[src/rtl/rptd_pkg.sv]
// Types, codes and helper functions of the resolution proof trace decoder.
`timescale 1ns / 1ps

package rptd_pkg;

  // Width kept from decoded antecedent ids and pivot variables.
  localparam int VALUE_BITS = 32;
  localparam logic [63:0] VALUE_MASK = 64'hFFFF_FFFF_FFFF_FFFF >> (64 - VALUE_BITS);

  localparam int PAYLOAD_BITS = 7;
  localparam int MORE_BIT = 7;
  localparam logic [6:0] SHIFT_STEP = 7'd7;
  localparam logic [6:0] SHIFT_LIMIT = 7'd64;

  typedef enum logic [2:0] {
    PH_HEADER      = 3'd0,
    PH_ROOT_LIT    = 3'd1,
    PH_ROOT_TERM   = 3'd2,
    PH_CHAIN_VAR   = 3'd3,
    PH_CHAIN_DELTA = 3'd4,
    PH_HALTED      = 3'd5
  } phase_t;

  typedef enum logic [2:0] {
    K_LIT     = 3'd0,
    K_ANTE    = 3'd1,
    K_PIVOT   = 3'd2,
    K_KEPT    = 3'd3,
    K_DISCARD = 3'd4,
    K_END     = 3'd5,
    K_ERROR   = 3'd6
  } kind_t;

  typedef struct packed {
    kind_t              kind;
    logic signed [31:0] literal;
    logic [31:0]        value;
    logic [31:0]        node_number;
    logic               last;
  } result_t;

  // Literal index i maps to (i/2)+1, negated when i is odd.
  function automatic logic [31:0] literal_of(logic [31:0] idx);
    logic [31:0] mag;
    mag = (idx >> 1) + 32'd1;
    return idx[0] ? (32'd0 - mag) : mag;
  endfunction

  function automatic result_t make_result(kind_t k, logic [31:0] lit, logic [63:0] val,
                                          logic [31:0] node);
    result_t r;
    r.kind        = k;
    r.literal     = lit;
    r.value       = 32'(val & VALUE_MASK);
    r.node_number = node;
    r.last        = 1'b0;
    return r;
  endfunction

endpackage

[src/rtl/resolution_proof_trace_decoder.sv]
// Top level of the resolution proof trace decoder: varint parser and result queue.
`timescale 1ns / 1ps

// Takes one trace byte per cycle on the s_ side while s_tready is high, and decodes it
// in a single pass: the varint accumulator, the parse phase and the node counter are
// updated at the edge that takes the byte, and its results go into a four-entry output
// queue, from which they are offered on the m_ side in order. An ordinary byte gives
// at most one result, so with m_tready held high a byte is taken every cycle. A
// request with s_tlast set ends the stream: it closes an open node (up to three results
// including the stream end) and returns the parser to its reset state. s_tready is high
// while the queue holds at most one result, so after an end of stream the input waits
// until the queue is back down to one result.
module resolution_proof_trace_decoder
  import rptd_pkg::*;
(
  input  logic        clk,
  input  logic        rst,
  input  logic        s_tvalid,
  output logic        s_tready,
  input  logic [7:0]  s_tdata,   // [7:0] data_byte
  input  logic        s_tlast,   // end_of_stream
  output logic        m_tvalid,
  input  logic        m_tready,
  output logic [95:0] m_tdata,   // [31:0] literal, [63:32] value, [95:64] node_number
  output logic [2:0]  m_tuser,   // [2:0] kind
  output logic        m_tlast    // last
);

  logic [63:0] acc, acc_next;
  logic [6:0]  shift, shift_next;
  phase_t      phase, phase_next;
  logic [31:0] run_idx, run_idx_next;
  logic [31:0] node_cnt, node_cnt_next;
  logic        has_pivots, has_pivots_next;

  logic        accept;
  logic        shift_live;
  logic        word_done;
  logic [63:0] acc_merged;
  logic [63:0] half;
  logic        hdr_too_big, delta_too_big, v_zero;
  logic [31:0] idx_sum, cnt_inc;

  result_t     res [3];
  logic [1:0]  res_n;
  logic [1:0]  push_n;

  result_t     queue [4];
  logic [1:0]  wr_ptr, rd_ptr;
  logic [2:0]  count;
  logic        pop;
  result_t     head;

  assign accept     = s_tvalid && s_tready;
  assign shift_live = shift < SHIFT_LIMIT;
  assign word_done  = !s_tdata[MORE_BIT];
  assign acc_merged = shift_live ?
                      (acc | (64'(s_tdata[PAYLOAD_BITS-1:0]) << shift[5:0])) : acc;
  assign half          = acc_merged >> 1;
  assign hdr_too_big   = half > {32'd0, node_cnt};
  assign delta_too_big = acc_merged > {32'd0, node_cnt};
  assign v_zero        = acc_merged == 64'd0;
  assign idx_sum       = run_idx + acc_merged[31:0];
  assign cnt_inc       = node_cnt + 32'd1;

  // Next parser state.
  always_comb begin
    acc_next        = acc;
    shift_next      = shift;
    phase_next      = phase;
    run_idx_next    = run_idx;
    node_cnt_next   = node_cnt;
    has_pivots_next = has_pivots;
    if (accept) begin
      if (s_tlast) begin
        acc_next        = 64'd0;
        shift_next      = 7'd0;
        phase_next      = PH_HEADER;
        run_idx_next    = 32'd0;
        node_cnt_next   = 32'd0;
        has_pivots_next = 1'b0;
      end else if (phase != PH_HALTED) begin
        if (!word_done) begin
          acc_next   = acc_merged;
          shift_next = shift_live ? shift + SHIFT_STEP : shift;
        end else begin
          acc_next   = 64'd0;
          shift_next = 7'd0;
          case (phase)
            PH_HEADER: begin
              if (!acc_merged[0]) begin
                run_idx_next = half[31:0];
                phase_next   = (half[31:0] != 32'd0) ? PH_ROOT_LIT : PH_ROOT_TERM;
              end else if (hdr_too_big) begin
                phase_next = PH_HALTED;
              end else begin
                has_pivots_next = 1'b0;
                phase_next      = PH_CHAIN_VAR;
              end
            end
            PH_ROOT_LIT: begin
              if (v_zero) begin
                node_cnt_next = cnt_inc;
                phase_next    = PH_HEADER;
              end else begin
                run_idx_next = idx_sum;
              end
            end
            PH_ROOT_TERM: begin
              node_cnt_next = cnt_inc;
              phase_next    = PH_HEADER;
            end
            PH_CHAIN_VAR: begin
              if (v_zero) begin
                if (has_pivots) begin
                  node_cnt_next = cnt_inc;
                end
                phase_next = PH_HEADER;
              end else begin
                has_pivots_next = 1'b1;
                phase_next      = PH_CHAIN_DELTA;
              end
            end
            PH_CHAIN_DELTA: begin
              if (delta_too_big) begin
                node_cnt_next = cnt_inc;
                phase_next    = PH_HEADER;
              end else begin
                phase_next = PH_CHAIN_VAR;
              end
            end
            default: begin
              phase_next = phase;
            end
          endcase
        end
      end
    end
  end

  // Results of the request on the input, at most three of them.
  always_comb begin
    for (int i = 0; i < 3; i++) begin
      res[i] = make_result(K_END, 32'd0, 64'd0, node_cnt);
    end
    res_n = 2'd0;
    if (s_tlast) begin
      if (phase == PH_HALTED || (phase == PH_HEADER && shift == 7'd0)) begin
        res[0] = make_result(K_END, 32'd0, 64'd0, node_cnt);
        res_n  = 2'd1;
      end else begin
        case (phase)
          PH_CHAIN_DELTA: begin
            // A zero delta gives the current node as antecedent, then the chain closes.
            res[0] = make_result(K_ANTE, 32'd0, {32'd0, node_cnt}, node_cnt);
            res[1] = make_result(K_KEPT, 32'd0, 64'd0, node_cnt);
            res[2] = make_result(K_END, 32'd0, 64'd0, cnt_inc);
            res_n  = 2'd3;
          end
          PH_CHAIN_VAR: begin
            if (has_pivots) begin
              res[0] = make_result(K_KEPT, 32'd0, 64'd0, node_cnt);
              res[1] = make_result(K_END, 32'd0, 64'd0, cnt_inc);
            end else begin
              res[0] = make_result(K_DISCARD, 32'd0, 64'd0, node_cnt);
              res[1] = make_result(K_END, 32'd0, 64'd0, node_cnt);
            end
            res_n = 2'd2;
          end
          default: begin
            res[0] = make_result(K_KEPT, 32'd0, 64'd0, node_cnt);
            res[1] = make_result(K_END, 32'd0, 64'd0, cnt_inc);
            res_n  = 2'd2;
          end
        endcase
      end
    end else if (phase != PH_HALTED && word_done) begin
      res_n = 2'd1;
      case (phase)
        PH_HEADER: begin
          if (!acc_merged[0]) begin
            res[0] = make_result(K_LIT, literal_of(half[31:0]), 64'd0, node_cnt);
            res_n  = (half[31:0] != 32'd0) ? 2'd1 : 2'd0;
          end else if (hdr_too_big) begin
            res[0] = make_result(K_ERROR, 32'd0, 64'd0, node_cnt);
          end else begin
            res[0] = make_result(K_ANTE, 32'd0, {32'd0, node_cnt - half[31:0]}, node_cnt);
          end
        end
        PH_ROOT_LIT: begin
          if (v_zero) begin
            res[0] = make_result(K_KEPT, 32'd0, 64'd0, node_cnt);
          end else begin
            res[0] = make_result(K_LIT, literal_of(idx_sum), 64'd0, node_cnt);
          end
        end
        PH_ROOT_TERM: begin
          res[0] = make_result(K_KEPT, 32'd0, 64'd0, node_cnt);
        end
        PH_CHAIN_VAR: begin
          if (v_zero) begin
            res[0] = make_result(has_pivots ? K_KEPT : K_DISCARD, 32'd0, 64'd0, node_cnt);
          end else begin
            res[0] = make_result(K_PIVOT, 32'd0, acc_merged - 64'd1, node_cnt);
          end
        end
        PH_CHAIN_DELTA: begin
          if (delta_too_big) begin
            res[0] = make_result(K_KEPT, 32'd0, 64'd0, node_cnt);
          end else begin
            res[0] = make_result(K_ANTE, 32'd0, {32'd0, node_cnt - acc_merged[31:0]},
                                 node_cnt);
          end
        end
        default: begin
          res_n = 2'd0;
        end
      endcase
    end
    for (int i = 0; i < 3; i++) begin
      res[i].last = (2'(i + 1) == res_n);
    end
  end

  always_ff @(posedge clk) begin
    if (rst) begin
      acc        <= 64'd0;
      shift      <= 7'd0;
      phase      <= PH_HEADER;
      run_idx    <= 32'd0;
      node_cnt   <= 32'd0;
      has_pivots <= 1'b0;
    end else begin
      acc        <= acc_next;
      shift      <= shift_next;
      phase      <= phase_next;
      run_idx    <= run_idx_next;
      node_cnt   <= node_cnt_next;
      has_pivots <= has_pivots_next;
    end
  end

  // Output queue: room for three new results whenever a request is taken.
  assign push_n   = accept ? res_n : 2'd0;
  assign pop      = m_tvalid && m_tready;
  assign m_tvalid = count != 3'd0;
  assign s_tready = count <= 3'd1;

  always_ff @(posedge clk) begin
    if (rst) begin
      wr_ptr <= 2'd0;
      rd_ptr <= 2'd0;
      count  <= 3'd0;
    end else begin
      wr_ptr <= wr_ptr + push_n;
      rd_ptr <= rd_ptr + {1'b0, pop};
      count  <= count + {1'b0, push_n} - {2'd0, pop};
    end
  end

  always_ff @(posedge clk) begin
    for (int i = 0; i < 3; i++) begin
      if (2'(i) < push_n) begin
        queue[wr_ptr + 2'(i)] <= res[i];
      end
    end
  end

  assign head    = queue[rd_ptr];
  assign m_tdata = {head.node_number, head.value, head.literal};
  assign m_tuser = head.kind;
  assign m_tlast = head.last;

endmodule

[config.mk]
export PLATFORM = sky130hd
export DESIGN_NAME = resolution_proof_trace_decoder
export DESIGN_NICKNAME = d
export VERILOG_FILES = /design/src/rtl/rptd_pkg.sv /design/src/rtl/resolution_proof_trace_decoder.sv
export SDC_FILE = /design/constraint.sdc
export NUM_CORES = 2
export LEC_CHECK = 0
export BUFFER_PORTS_ARGS = -buffer_cell sky130_fd_sc_hd__buf_2
export CORE_MARGIN = 4
export CORE_UTILIZATION = 27
export CTS_BUF_LIST = sky130_fd_sc_hd__clkbuf_8
export DETAILED_ROUTE_END_ITERATION = 8
export SLEW_MARGIN = 15
export SYNTH_ARGS = -nofsm -noshare
export SYNTH_HDL_FRONTEND = slang
export SYNTH_SLANG_ARGS = --single-unit
[constraint.sdc]
create_clock -name clk -period 17.3 [get_ports clk]
set_input_delay 0.865 -clock clk [delete_from_list [all_inputs] [get_ports clk]]
set_output_delay 0.865 -clock clk [all_outputs]
set_load 0.005 [all_outputs]
After elaboration in Yosys (flattened, before gate mapping) --
Memories as Yosys holds them, arrays and structs flattened. A register that Yosys moved wholly into a read port is not among the register bits. Index checks and enable logic that the tools add are counted.
Word-level totals: register bits after elaboration 146, bits in writable memories 400, input bits 13, output and inout bits 102, word-level logic and storage cells 149, memories 1
Operators by class: add/sub/neg operators 16, magnitude comparators 7, equality and inequality tests 20, shift operators 1, mux-type cells 71, bitwise logic cells 1, reduce and logical (&&, ||, !) cells 23
Memories:
- queue | depth 4, bits a word 100, rd ports 1, clocked after Yosys merged registers in 1, write ports 3, line resolution_proof_trace_decoder.sv:48 | result_t queue [4];
Operators by type and width (count):
- 100-bit 2-to-1 mux | 6
- 200-bit 2-to-1 mux | 3
- 100-bit case mux with 5 select lines | 1
- 32-bit 2-to-1 mux | 14
- 200-bit case mux with 2 select lines | 1
- 64-bit 2-to-1 mux | 4
- 99-bit 2-to-1 mux | 2
- 32-bit case mux with 4 select lines | 1
- 31-bit by 1-bit adder with 32-bit output (second input constant) | 2
- 64-bit by 32-bit > comparator with 1-bit output | 1
- 64-bit zero test | 1
- 64-bit bitwise OR | 1
- 32-bit case mux with 2 select lines | 1
- 7-bit by 6-bit << shifter with 64-bit output | 1
- 1-bit by 32-bit subtractor with 32-bit output (first input constant) | 2
- 32-bit subtractor | 2
- 63-bit by 32-bit > comparator with 1-bit output | 1
- 33-bit 2-to-1 mux | 1
- 32-bit by 1-bit adder with 32-bit output (second input constant) | 1
- 32-bit adder | 1
- 32-bit nonzero test | 1
- 32-bit by 1-bit subtractor with 32-bit output (second input constant) | 1
- 3-bit != test (second input constant) | 10
- 7-bit 2-to-1 mux | 4
- other kinds (39) | 76

Longest topological paths before layout --
depth after elaboration 13, gate-level depth with buffers 26, gate-level depth less buffers 20

Worst setup path before layout --
No wires, ideal clock.
kind input-to-reg, start input s_tdata[0], end memory queue[0][96] (netlist name), library setup time 0.117 ns, arrival time 6.249 ns, data required time 17.183 ns, path slack 10.935 ns, stages on the path 21, buffers on the path 2, cells stage by stage mux2i_1 mux2i_1 a21oi_1 clkbuf_1 inv_1 ha_1 and3_1 a221oi_4 nor3b_1 or2_2 xor2_1 nand3_1 or4_1 clkbuf_1 nor4_2 and4b_1 a21oi_1 or4_1 a211oi_1 o22ai_1 a22o_1
RTL lines:
- start: declaration | line resolution_proof_trace_decoder.sv:20 | input logic [7:0] s_tdata,
- end: declaration | line resolution_proof_trace_decoder.sv:48

==> results.tsv <==
metric	value	unit
min_path_type	reg -> reg	
grt_pass1_vias	34000	
max_stage_delay	0.84	ns
dpl.hpwl	105000	um
cap_violations	0	
ir_drop	0.0000747	V
synth-simple-area-share	0.188	
synth_area_leaders	dfxtp_1 22%, edfxtp_1 11%, mux4_2 6.1%	
drt-initial-drc-count	4016	
vias	36200	
final_layout_size_suffix_gt1_frac	0.122	
multi_input_area	23800	um^2
areaGrowthSynthToFinish	11.0	%
postRouteAntennaNets	0	
cp-start-kind	flip-flop	
synthAdderAreaFrac	0.0605	
clock-sinks	546	
fmax	125	MHz
route.detailed.drc	1	
synth_nets	4651	
final.setup.worst_slack	9.31	ns
yosysWarnings	0	
min_delay_path_depth	2	
first_pass_iters	8	
r2r_slack	9.31	ns
r2r_start	shift[1]	
seqCellArea	12300	um^2
p_leak	15.3	nW
power_density	102	nW/um^2
final_common_cell	nand2_1	
hold_viol_final	0	
critPathKind	reg -> reg	
cts_tree	yes	
wire_per_inst	23.1	um
cts.repair.resized	0	
grt_pass1_wl	218000	um
timing.hold.ws	0.450	ns
reg2reg_depth	20	
synth_top_family_by_area	compound AO/OA/AOI/OAI gates	
routabilityCongestion	0.971	
ys.flop_type	dfxtp_1	
setup_viol	0	
violations	DRC	
ys_ff_latch	546	
whs_endpoint	queue[1][75]	
num_rows	136	
initial_core_util	0.273	
antenna_found_initial	4	
cp_data_arrival_time	8.63	ns
clockBufferDepth	3	
final-max-slew-violation-count	0	
grt_max_degree	76	
overflow	0	
cts_buffers	94	
ys_seq_area_frac	0.325	
r2r-end	queue[3][96]	
wl_met3	11200	um
synth_compound_area_frac	0.244	
synth_xor_area_frac	0.0636	
place_inst	6180	
cts_root_buffer	clkbuf_8	
insertion_delay	0.76	ns
crit_fanout	38	
wl_met2	66400	um
final_cells	6356	
postCtsSetupBuffers	0	
cts_htree_levels	3	
layout_common_cells	478 x nand2_1, 412 x nor2_1, 412 x dfxtp_1	
holdCritStartpoint	queue[1][75]	
grt_usage	0.192	
crit_required	17.94	ns
cp_slowest_cell	or4_1	
nFillCells	14700	
cts_hold_buf	0	
cp-end-kind	flip-flop	
finalCriticalPeriod	7.99	ns
rsz0062_at_grt	no	
run_status	complete, but fails checks	
vias_per_cell	5.69	
muxShareOfSynthArea	0.0689	
crit_chain	buf_4, mux2i_1, o22ai_1, o21ai_0, nand2_1, ha_1, a211oi_1, and2_1, o221ai_1, or3_1, a311oi_1, nand4_1, or4_1, nor4_2, and4b_1, a21oi_1, or4_1, a211oi_1, o22ai_1, a22o_1	
wl_met1	60500	um
slew_headroom	0.175	
worstMarginPinSlew	1.23	ns
power	4.29	mW
stdcell_area	41900	um^2
avgSynthCellArea	8.46	um^2
die_h	382	um
dpl_worst_slack	9.25	ns
synth.top_cell.area_share	0.220	
yosysUniqueCellTypes	115	
layout.core_utilization	0.303	
synth_cells	4458	
skew	0.0488	ns
place_area	40000	um^2
io_buffers	114	
synth-async-reset-ratio	0	
top_level_ports	115	
final_net_count	4606	
fin_setup_tns	0	ns
die_area	146000	um^2
netlist_area	37700	um^2
synth_edf_count	132	
yosys.area.top_type	dfxtp_1	
die_w	382	um
path_clk_slew	0.06	ns
wirelength	147000	um
routed.top_layer	met5	
core	138000	um^2
period_share	0.462	
==> final cells by class <==
class	instances	area share
inverters	130	0.0118
flip-flops and latches	546	0.293
well taps	1863	0.0556
multi-input cells	3452	0.567
repair buffers	189	0.0271
clock buffers	106	0.0348
diodes	3	0.000179
clock inverters	67	0.0111
==> routing by layer <==
metal  track usage  vias to the layer above
met1         0.249                    17700
li1              -                    16500
met2         0.304                     1722
met4         0.110                        2
met3        0.0298                      328
met5             0                        -
==> kinds of logic after synthesis <==
logic type | Yosys count
AOI/OAI and AO/OA | 1371
xor gates and xnor gates | 274
adders and majority gates | 180
buffers and inverters | 460
DFF | 546
muxes | 131
and+or+nand+nor | 1496
==> cell usage after synthesis, drive strengths merged (12+ instances only) <==
master / number
a31o: 12
o31ai: 47
o22ai: 38
a31oi: 39
nand3: 141
o21a: 26
xnor2: 229
dfxtp: 414
o211ai: 17
o21ai: 383
o221ai: 107
a21o: 78
a2111oi: 38
edfxtp: 132
a211o: 12
nand2: 483
nor4: 50
o21bai: 13
or3: 33
and4: 14
or2: 21
mux4: 102
nor2b: 42
nor3: 105
nand2b: 23
a22o: 77
a221oi: 30
and2: 30
ha: 176
buf: 85
and3: 38
a21oi: 270
nor2: 423
mux2i: 19
clkbuf: 245
a22oi: 48
inv: 113
clkinv: 17
a211oi: 36
xor2: 45
nand4: 46
==> sequential cells by signal, indices dropped and copies added, names as in the netlist <==
| name | count |
|---|---|
| acc | 64 |
| count | 3 |
| has_pivots | 1 |
| node_cnt | 32 |
| phase | 3 |
| queue | 400 |
| rd_ptr | 2 |
| run_idx | 32 |
| shift | 7 |
| wr_ptr | 2 |
==> worst max-delay path, delay by kind of cell (launching register included) <==
family                     cells  cell delay, ns
buffers and inverters          1            0.35
and+or+nand+nor                8            3.57
adders and majority gates      1            0.61
AOI/OAI and AO/OA              9            2.39
muxes                          1            0.66
DFF                            1            0.30
==> power by group <==
group          switching (mW)  leakage, nW  internal, mW
logic                   0.956         9.55         0.540
registers               0.106         4.66          1.48
clock network           0.590         1.11         0.621
total                    1.65         15.3          2.64
==> worst max-delay path by stage <==
stage	depth (start not counted)	end	start
after floorplan	21	queue[0][96]	s_tdata[0]
after global placement	20	queue[2][96]	s_tdata[4]
after detailed placement	20	queue[3][96]	s_tdata[4]
after CTS	20	queue[3][96]	shift[1]
after global routing	20	queue[1][96]	shift[1]
final	20	queue[3][96]	shift[1]
(Power assumes the default switching activity.)
